$ cat src/rtl/hdld_pkg.sv
package hdld_pkg;

    // Default line and label limits.
    localparam int unsigned MaxLineBytesDef  = 16;
    localparam int unsigned MinLabelCharsDef = 4;

    // Characters with a special role in the label.
    localparam logic [7:0] CharTab   = 8'h09;
    localparam logic [7:0] CharColon = 8'h3A;

    // Offsets that turn a digit character into its value.
    localparam logic [7:0] LetterOffset = 8'd55;
    localparam logic [7:0] DigitOffset  = 8'd48;
    localparam logic [7:0] CharUpperA   = 8'h41;

    // Widths of the output item.
    localparam int unsigned CountWidth = 5;

    // Cell columns of the data phase.
    localparam logic [1:0] ColHigh = 2'd0;
    localparam logic [1:0] ColLow  = 2'd1;
    localparam logic [1:0] ColSep  = 2'd2;

    // Line phase, one-hot.
    typedef enum logic [3:0] {
        PH_LABEL  = 4'b0001,
        PH_DATA   = 4'b0010,
        PH_STOP   = 4'b0100,
        PH_HEADER = 4'b1000
    } phase_t;

    // One result item as it leaves the line tracker.
    typedef struct packed {
        logic                  valid;
        logic [7:0]            byte_value;
        logic                  byte_valid;
        logic                  line_done;
        logic                  header_line;
        logic                  empty_line;
        logic [CountWidth-1:0] line_byte_count;
    } result_t;

    // Only '0'-'9' and 'A'-'F' count as hex digits.
    function automatic logic hex_digit(input logic [7:0] c);
        return ((c >= 8'h30) && (c <= 8'h39)) || ((c >= 8'h41) && (c <= 8'h46));
    endfunction

    // Value of a digit character; letters from 'A' up, digits below.
    function automatic logic [7:0] char_value(input logic [7:0] c);
        logic [7:0] v;
        if (c >= CharUpperA)
        begin
            v = c - LetterOffset;
        end
        else
        begin
            v = c - DigitOffset;
        end
        return v;
    endfunction

endpackage

$ cat src/rtl/hdld_line_fsm.sv
module hdld_line_fsm #(
    parameter int unsigned MAX_LINE_BYTES  = hdld_pkg::MaxLineBytesDef,
    parameter int unsigned MIN_LABEL_CHARS = hdld_pkg::MinLabelCharsDef
) (
    input  logic              clk,
    input  logic              rst_n,
    input  logic              step,
    input  logic [7:0]        ch,
    input  logic              is_line_end,
    output hdld_pkg::result_t result
);

    localparam int unsigned PosWidth   = $clog2(MIN_LABEL_CHARS + 1);
    localparam int unsigned BytesWidth = $clog2(MAX_LINE_BYTES + 1);
    localparam logic [PosWidth-1:0]   MinLabel = PosWidth'(MIN_LABEL_CHARS);
    localparam logic [BytesWidth-1:0] MaxBytes = BytesWidth'(MAX_LINE_BYTES);

    hdld_pkg::phase_t       phase_reg, phase_next;
    logic [PosWidth-1:0]    label_pos_reg, label_pos_next;
    logic [1:0]             column_reg, column_next;
    logic [3:0]             high_nibble_reg, high_nibble_next;
    logic [BytesWidth-1:0]  bytes_reg, bytes_next;
    logic                   saw_char_reg, saw_char_next;

    logic                   is_hex;
    logic [7:0]             value;
    logic [BytesWidth+4:0]  bytes_ext;

    assign is_hex    = hdld_pkg::hex_digit(ch);
    assign value     = hdld_pkg::char_value(ch);
    assign bytes_ext = {5'b0, bytes_reg};

    // Next line state and the result of the current item.
    always_comb
    begin
        phase_next       = phase_reg;
        label_pos_next   = label_pos_reg;
        column_next      = column_reg;
        high_nibble_next = high_nibble_reg;
        bytes_next       = bytes_reg;
        saw_char_next    = saw_char_reg;
        result           = '0;

        if (is_line_end)
        begin
            // Report the line and start over.
            result.valid           = 1'b1;
            result.line_done       = 1'b1;
            result.header_line     = (phase_reg == hdld_pkg::PH_HEADER);
            result.empty_line      = !saw_char_reg;
            result.line_byte_count = bytes_ext[hdld_pkg::CountWidth-1:0];
            phase_next       = hdld_pkg::PH_LABEL;
            label_pos_next   = '0;
            column_next      = hdld_pkg::ColHigh;
            high_nibble_next = '0;
            bytes_next       = '0;
            saw_char_next    = 1'b0;
        end
        else
        begin
            saw_char_next = 1'b1;
            unique case (phase_reg) inside
                hdld_pkg::PH_LABEL:
                begin
                    if (!is_hex)
                    begin
                        if (label_pos_reg < MinLabel)
                        begin
                            phase_next = hdld_pkg::PH_HEADER;
                        end
                        else if (ch == hdld_pkg::CharTab)
                        begin
                            phase_next = hdld_pkg::PH_DATA;
                        end
                        else if (ch != hdld_pkg::CharColon)
                        begin
                            phase_next = hdld_pkg::PH_HEADER;
                        end
                    end
                    if (label_pos_reg < MinLabel)
                    begin
                        label_pos_next = label_pos_reg + 1'b1;
                    end
                end
                hdld_pkg::PH_DATA:
                begin
                    if (column_reg == hdld_pkg::ColHigh)
                    begin
                        if ((bytes_reg >= MaxBytes) || !is_hex)
                        begin
                            phase_next = hdld_pkg::PH_STOP;
                        end
                        else
                        begin
                            high_nibble_next = value[3:0];
                            column_next      = hdld_pkg::ColLow;
                        end
                    end
                    else if (column_reg == hdld_pkg::ColLow)
                    begin
                        // The low character completes a byte.
                        result.valid      = 1'b1;
                        result.byte_valid = 1'b1;
                        result.byte_value = {high_nibble_reg, 4'b0} + value;
                        bytes_next        = bytes_reg + 1'b1;
                        column_next       = hdld_pkg::ColSep;
                    end
                    else
                    begin
                        column_next = hdld_pkg::ColHigh;
                    end
                end
                hdld_pkg::PH_STOP, hdld_pkg::PH_HEADER:
                begin
                end
                default:
                begin
                    phase_next = hdld_pkg::PH_HEADER;
                end
            endcase
        end
    end

    // Line state registers.
    always_ff @(posedge clk or negedge rst_n)
    begin
        if (!rst_n)
        begin
            phase_reg       <= hdld_pkg::PH_LABEL;
            label_pos_reg   <= '0;
            column_reg      <= hdld_pkg::ColHigh;
            high_nibble_reg <= '0;
            bytes_reg       <= '0;
            saw_char_reg    <= 1'b0;
        end
        else if (step)
        begin
            phase_reg       <= phase_next;
            label_pos_reg   <= label_pos_next;
            column_reg      <= column_next;
            high_nibble_reg <= high_nibble_next;
            bytes_reg       <= bytes_next;
            saw_char_reg    <= saw_char_next;
        end
    end

    // The byte count of a line never passes its limit.
    assert property (@(posedge clk) disable iff (!rst_n) bytes_reg <= MaxBytes)
        else $error("byte count above line limit");

    // A line break leaves a clean label phase behind.
    assert property (@(posedge clk) disable iff (!rst_n)
        (step && is_line_end) |=>
        (phase_reg == hdld_pkg::PH_LABEL) && (bytes_reg == '0) && !saw_char_reg)
        else $error("line state not cleared after line break");

    // Cells only ever use three columns, and only in the data phase.
    assert property (@(posedge clk) disable iff (!rst_n)
        (column_reg != hdld_pkg::ColHigh) |-> (phase_reg == hdld_pkg::PH_DATA))
        else $error("cell column away from the data phase");

    // A byte is produced only from the low column of the data phase.
    assert property (@(posedge clk) disable iff (!rst_n)
        (step && result.byte_valid) |=> (column_reg == hdld_pkg::ColSep))
        else $error("byte produced outside the low column");

endmodule

$ cat src/rtl/hex_dump_line_decoder_top.sv
// Channel  Direction  Fields (lowest bit first)
// s_axis   in         tdata: ch[7:0]; tlast: is_line_end
// m_axis   out        tdata: byte_value[7:0], line_byte_count[12:8], zero fill;
//                     tuser: byte_valid, header_line, empty_line; tlast: line_done
//
// One item is taken per cycle while s_tready is high; its result, if any, is offered
// from the output register. The input register feeds the line tracker, whose result
// lands in the output register.
// A stalled output register holds the input register; only then does s_tready drop.
// Items that give no result still pass through both stages in order.
// Reset clears the line state to the label phase and empties both registers.
module hex_dump_line_decoder_top #(
    parameter int unsigned MAX_LINE_BYTES  = hdld_pkg::MaxLineBytesDef,
    parameter int unsigned MIN_LABEL_CHARS = hdld_pkg::MinLabelCharsDef
) (
    input  logic        clk,
    input  logic        rst_n,
    input  logic        s_tvalid,
    output logic        s_tready,
    input  logic [7:0]  s_tdata,   // ch
    input  logic        s_tlast,   // is_line_end
    output logic        m_tvalid,
    input  logic        m_tready,
    output logic [15:0] m_tdata,   // byte_value, line_byte_count, zero fill
    output logic [2:0]  m_tuser,   // byte_valid, header_line, empty_line
    output logic        m_tlast    // line_done
);

    logic              in_valid_reg;
    logic [7:0]        ch_reg;
    logic              line_end_reg;
    logic              advance;
    logic              step;
    hdld_pkg::result_t result;
    hdld_pkg::result_t out_reg;
    hdld_pkg::result_t out_next;

    // The pipeline moves whenever the output register is free or being emptied.
    assign advance  = !out_reg.valid || m_tready;
    assign step     = in_valid_reg && advance;
    assign s_tready = !in_valid_reg || advance;

    // Input register.
    always_ff @(posedge clk or negedge rst_n)
    begin
        if (!rst_n)
        begin
            in_valid_reg <= 1'b0;
        end
        else if (s_tready)
        begin
            in_valid_reg <= s_tvalid;
        end
    end

    always_ff @(posedge clk)
    begin
        if (s_tready && s_tvalid)
        begin
            ch_reg       <= s_tdata;
            line_end_reg <= s_tlast;
        end
    end

    hdld_line_fsm #(
        .MAX_LINE_BYTES  (MAX_LINE_BYTES),
        .MIN_LABEL_CHARS (MIN_LABEL_CHARS)
    ) u_line_fsm (
        .clk         (clk),
        .rst_n       (rst_n),
        .step        (step),
        .ch          (ch_reg),
        .is_line_end (line_end_reg),
        .result      (result)
    );

    // A result is valid only when the input register actually moved.
    always_comb
    begin
        out_next       = result;
        out_next.valid = step && result.valid;
    end

    // Output register.
    always_ff @(posedge clk or negedge rst_n)
    begin
        if (!rst_n)
        begin
            out_reg <= '0;
        end
        else if (advance)
        begin
            out_reg <= out_next;
        end
    end

    assign m_tvalid = out_reg.valid;
    assign m_tdata  = {3'b0, out_reg.line_byte_count, out_reg.byte_value};
    assign m_tuser  = {out_reg.empty_line, out_reg.header_line, out_reg.byte_valid};
    assign m_tlast  = out_reg.line_done;

endmodule

$ cat config.mk
export PLATFORM = sky130hd
export DESIGN_NAME = hex_dump_line_decoder_top
export DESIGN_NICKNAME = d
export VERILOG_FILES = /design/src/rtl/hdld_pkg.sv /design/src/rtl/hdld_line_fsm.sv /design/src/rtl/hex_dump_line_decoder_top.sv
export SDC_FILE = /design/constraint.sdc
export NUM_CORES = 1
export LEC_CHECK = 0
export ABC_CLOCK_PERIOD_IN_PS = 4230
export BUFFER_PORTS_ARGS = -buffer_cell sky130_fd_sc_hd__buf_2
export CAP_MARGIN = 20
export CORE_MARGIN = 8
export CORE_UTILIZATION = 50
export DETAILED_ROUTE_END_ITERATION = 10
export GPL_TIMING_DRIVEN = 0
export PLACE_DENSITY_LB_ADDON = 0.2
export SLEW_MARGIN = 20
export SYNTH_ARGS = -nofsm -noshare
export SYNTH_HDL_FRONTEND = slang
export SYNTH_SLANG_ARGS = --single-unit
$ cat constraint.sdc
create_clock -name clk -period 4.23 [get_ports clk]
set_input_delay 0.6345 -clock clk [delete_from_list [all_inputs] [get_ports clk]]
set_output_delay 0.6345 -clock clk [all_outputs]
set_load 0.05 [all_outputs]
==> results summary <==
The flow ran to the end, and the final reports show no timing, DRC or antenna violations. The worst path required time is 4.44 ns. The placed instances occupy a cell area of 0.00276 mm². The congestion estimate from routability-driven global placement came to 0.809. Of the post-synthesis cell area, the dominant cell type holds 0.369.

Dividing the detail-routed via count by the number of cells gives 5.16. Setup repair after global routing left no endpoint under its margin. The die is 86.8 µm tall.

In this run the static leakage power is 1.33 nW. After routing the design area is 0.00287 mm². The data arrival time of the critical path came out at 3.59 ns. The slew at the pin with the worst max-slew slack came out at 0.835 ns. The full die area is 0.00754 mm². In the synthesized netlist the dominant register cell turns out to be sky130_fd_sc_hd__dfrtp_1. In the synthesized netlist the async set-or-reset flop fraction comes to 0.809. The worst register-to-register path ends at m_tdata[7]$_DFFE_PN0P_. For this run, the total global-route usage over all layers was measured as 0.143. Of all nets on the critical path, the largest fanout is 7. Counting the fill cells in the layout gives 418.

The clock-pin slew of the registers on the worst-case setup and hold paths came out at 0.09 ns. The share of the core filled with cells in the final layout is 0.599. The wire length per cell after detailed routing came out at 13.9 µm. After synthesis, the largest family of logic cells by area is simple AND/OR/NAND/NOR gates. The register with the most flip-flops in the layout has 13 of them. The worst-case clock buffer depth came out at 2. The type of element capturing the critical path is a flip-flop. The synthesized-area fraction occupied by xor and xnor cells came out at 0.0489. The clock sink count came out at 47. The reg-to-reg setup timing slack is 0.85 ns. The yosys synthesis warning count came out at 0. The critical path crosses 11 cells after its start point. For this run the aggregate overflow at the end of global routing stands at 0.

TritonCTS built the clock tree. The clock latency on the worst-skew pair is 0.30 ns. The count of final hold-check violations is 0.

In this run the worst setup path terminates at m_tdata[7]$_DFFE_PN0P_. The compound-gate portion of the synthesized area was 0.150. Max-cap violations in this run came to 0. By count the netlist is led by 37 x sky130_fd_sc_hd__dfrtp_1, 37 x sky130_fd_sc_hd__nand2_1, 17 x sky130_fd_sc_hd__o21ai_0. The critical path goes through inv_1 -> ha_1 -> or4b_4 -> a311oi_2 -> mux2_2 -> ha_1 -> a21o_1 -> a21oi_1 -> xnor2_1 -> xnor2_1 -> o31ai_1. The root buffer cell chosen for the clock tree is sky130_fd_sc_hd__clkbuf_8. The final critical delay including setup and external delays is 3.38 ns. The largest vdd supply drop is 177 µV. The worst-case clock skew came out at 0.0133 ns. The initial antenna violation count is 0.

Once detailed placement completed, the half-perimeter wirelength came to 3690 µm. In this run the number of H-tree levels came out at 2. The share of post-route cells with drive strength above 1 is 0.189. The number of cells in the finished layout apart from fillers came out at 353. The setup TNS is 0 ns.

The adder and majority cell fraction of the synthesized area is 0.0728. In this run the power density over the cells is 371 mW/mm². The signed area change from the synthesized netlist to the final layout came out at 14.4%.

In this run, placement finished with an instance count of 345. The number of top-level pins came out at 35. The maximum number of pins on one net before global-route repair came out at 39. The global-route wire length before repair came out at 8560 µm. The cell family contributing the most delay on the critical path is compound AO/OA/AOI/OAI gates.

In this run, synthesis produced a sequential element count of 47. The relative slew slack came out at 0.444. The number of diodes added for antenna fixing is 0.

The core outline area came out at 0.00479 mm². The cell with the largest stage delay on the worst path is sky130_fd_sc_hd__a311oi_2. Before antenna repair, the detailed router went through 4 iterations. For this run, the slowest stage of the critical path takes 0.56 ns.

The critical path buffer and inverter count came out at 1. Hold repair after CTS inserted 0 buffers. The routed design has 4910 µm of wire. The number of standard cells after synthesis is 245. The critical path in this run is classified as reg -> reg.

The count of nets left with antenna violations after detail routing came out at 0. The number of synthesized flops with an enable pin came out at 9. The cell type with the highest aggregate area in the netlist is sky130_fd_sc_hd__dfrtp_1. The horizontal die dimension is 86.8 µm.

For this configuration, the core starts out at a cell density of 0.524. The total of cells resized after clock tree synthesis came out at 0. The mean post-synth cell area came out at 10.2 µm².

The layout net count came out at 312. Timing would allow up to 296 MHz. In this run the worst setup path begins at ch_reg[1]$_DFFE_PP_.

Port buffering added 31 buffers. Of the available clock period, the critical path in the final layout requires 0.799. In this run the cell area of the synthesized design comes to 0.00251 mm².

The final count of negative-setup-slack endpoints is 0. The multiplexer area fraction after synthesis is 0.0219. After synthesis, the cell types taking the most area are sky130_fd_sc_hd__dfrtp_1 37%, sky130_fd_sc_hd__edfxtp_1 11%, sky130_fd_sc_hd__ha_1 6.5%. The tightest min-delay check is of the in -> async type. In this run the core area contains 25 standard-cell rows. Measured in cells, the most critical reg-to-reg path has a length of 11. The post-CTS setup buffer count came out at 0. Summing internal, switching and leakage power gives 1.06 mW. The final routed DRC violation total came out at 0. The number of vias after detailed routing is 1823. The sequential-to-total area share from yosys stat is 0.487. After the first detailed-routing iteration, the DRC count stood at 91. Counting the buffers created by CTS gives 5. The via count of the first global-routing pass came out at 1837. The final number of max-transition violations came out at 0. Of the total synthesized cell area, the portion taken by AND, OR, NAND and NOR gates is 0.169. STA classifies the critical path startpoint as a flip-flop. The startpoint identified for the worst register-to-register timing path is ch_reg[1]$_DFFE_PP_.

The number of distinct library cells after synthesis came out at 54.
[per-stage QoR]
step,hold WS (ns),worst slack (ns)
global route,0.488,0.670
CTS,0.468,0.853
detailed placement,0.450,0.843
floorplan,0.339,1.12
global placement,0.445,0.887
finish,0.428,0.851
[cells by family (layout without fill, tap and decap cells)]
family	count (synthesis)	count (layout)
simple gates	81	81
compound gates	56	56
flops	47	47
buf+inv	27	66
fa+ha+maj	14	14
xor+xnor	14	14
mux	5	5
other cells	1	3
[layout by cell type (no fill, tap or decap), types with 2 or more instances in the layout]
| cell type | instances |
|---|---|
| sky130_fd_sc_hd__nand2_1 | 37 |
| sky130_fd_sc_hd__dfrtp_1 | 37 |
| sky130_fd_sc_hd__buf_2 | 32 |
| sky130_fd_sc_hd__o21ai_0 | 17 |
| sky130_fd_sc_hd__inv_1 | 14 |
| sky130_fd_sc_hd__ha_1 | 13 |
| sky130_fd_sc_hd__nor2_1 | 9 |
| sky130_fd_sc_hd__edfxtp_1 | 9 |
| sky130_fd_sc_hd__xnor2_1 | 8 |
| sky130_fd_sc_hd__o31ai_1 | 8 |
| sky130_fd_sc_hd__nand3_1 | 7 |
| sky130_fd_sc_hd__xor2_1 | 6 |
| sky130_fd_sc_hd__clkbuf_1 | 6 |
| sky130_fd_sc_hd__a31oi_1 | 5 |
| sky130_fd_sc_hd__a21oi_1 | 5 |
| sky130_fd_sc_hd__clkbuf_8 | 5 |
| sky130_fd_sc_hd__nor2b_1 | 4 |
| sky130_fd_sc_hd__a22o_1 | 4 |
| sky130_fd_sc_hd__nand4_1 | 4 |
| sky130_fd_sc_hd__o211ai_1 | 3 |
| sky130_fd_sc_hd__nand2b_1 | 3 |
| sky130_fd_sc_hd__a21o_1 | 3 |
| sky130_fd_sc_hd__buf_4 | 3 |
| sky130_fd_sc_hd__conb_1 | 3 |
| sky130_fd_sc_hd__mux2_2 | 2 |
| sky130_fd_sc_hd__or4_1 | 2 |
| sky130_fd_sc_hd__nor3_2 | 2 |
| sky130_fd_sc_hd__nor3b_1 | 2 |
| sky130_fd_sc_hd__and4b_1 | 2 |
| sky130_fd_sc_hd__mux2_1 | 2 |
| sky130_fd_sc_hd__o22ai_1 | 2 |
[layer usage]
metal  up-vias  GRT usage  wire, µm
met5         -          0         0
met4         0     0.0376        57
met3         6     0.0425       291
met2        41      0.237      2270
met1       843      0.176      2290
li1        933          -         -
[worst min-delay path by stage]
stage	cells past startpoint	slack, ns	end	startpoint
floorplan	0	0.34	in_valid_reg$_DFFE_PN0N_	rst_n
global placement	2	0.45	m_tdata[1]$_DFFE_PN0P_	m_tdata[1]$_DFFE_PN0P_
detailed placement	2	0.45	m_tdata[10]$_DFFE_PN0P_	m_tdata[10]$_DFFE_PN0P_
CTS	1	0.47	u_line_fsm.phase_reg[2]$_DFFE_PN0P_	rst_n
global route	2	0.49	m_tdata[1]$_DFFE_PN0P_	m_tdata[1]$_DFFE_PN0P_
finish	1	0.43	m_tdata[5]$_DFFE_PN0P_	rst_n
[report_power, final]
part	internal [mW]	leakage (nW)	switching [mW]	total (mW)
clock network	0.178	0.0591	0.152	0.331
registers	0.496	0.597	0.0278	0.524
logic	0.0759	0.675	0.133	0.209
[final cells by class]
| class | count | area, µm² | area share |
|---|---|---|---|
| Multi-Input combinational cell | 173 | 1170 | 0.409 |
| Tap cell | 67 | 83.8 | 0.0292 |
| Clock buffer | 5 | 68.8 | 0.0240 |
| Buffer | 12 | 65.1 | 0.0227 |
| Timing Repair Buffer | 31 | 155 | 0.0541 |
| Clock inverter | 3 | 45.0 | 0.0157 |
| Inverter | 15 | 56.3 | 0.0196 |
| Sequential cell | 47 | 1220 | 0.426 |
(Power assumes the default switching activity.)
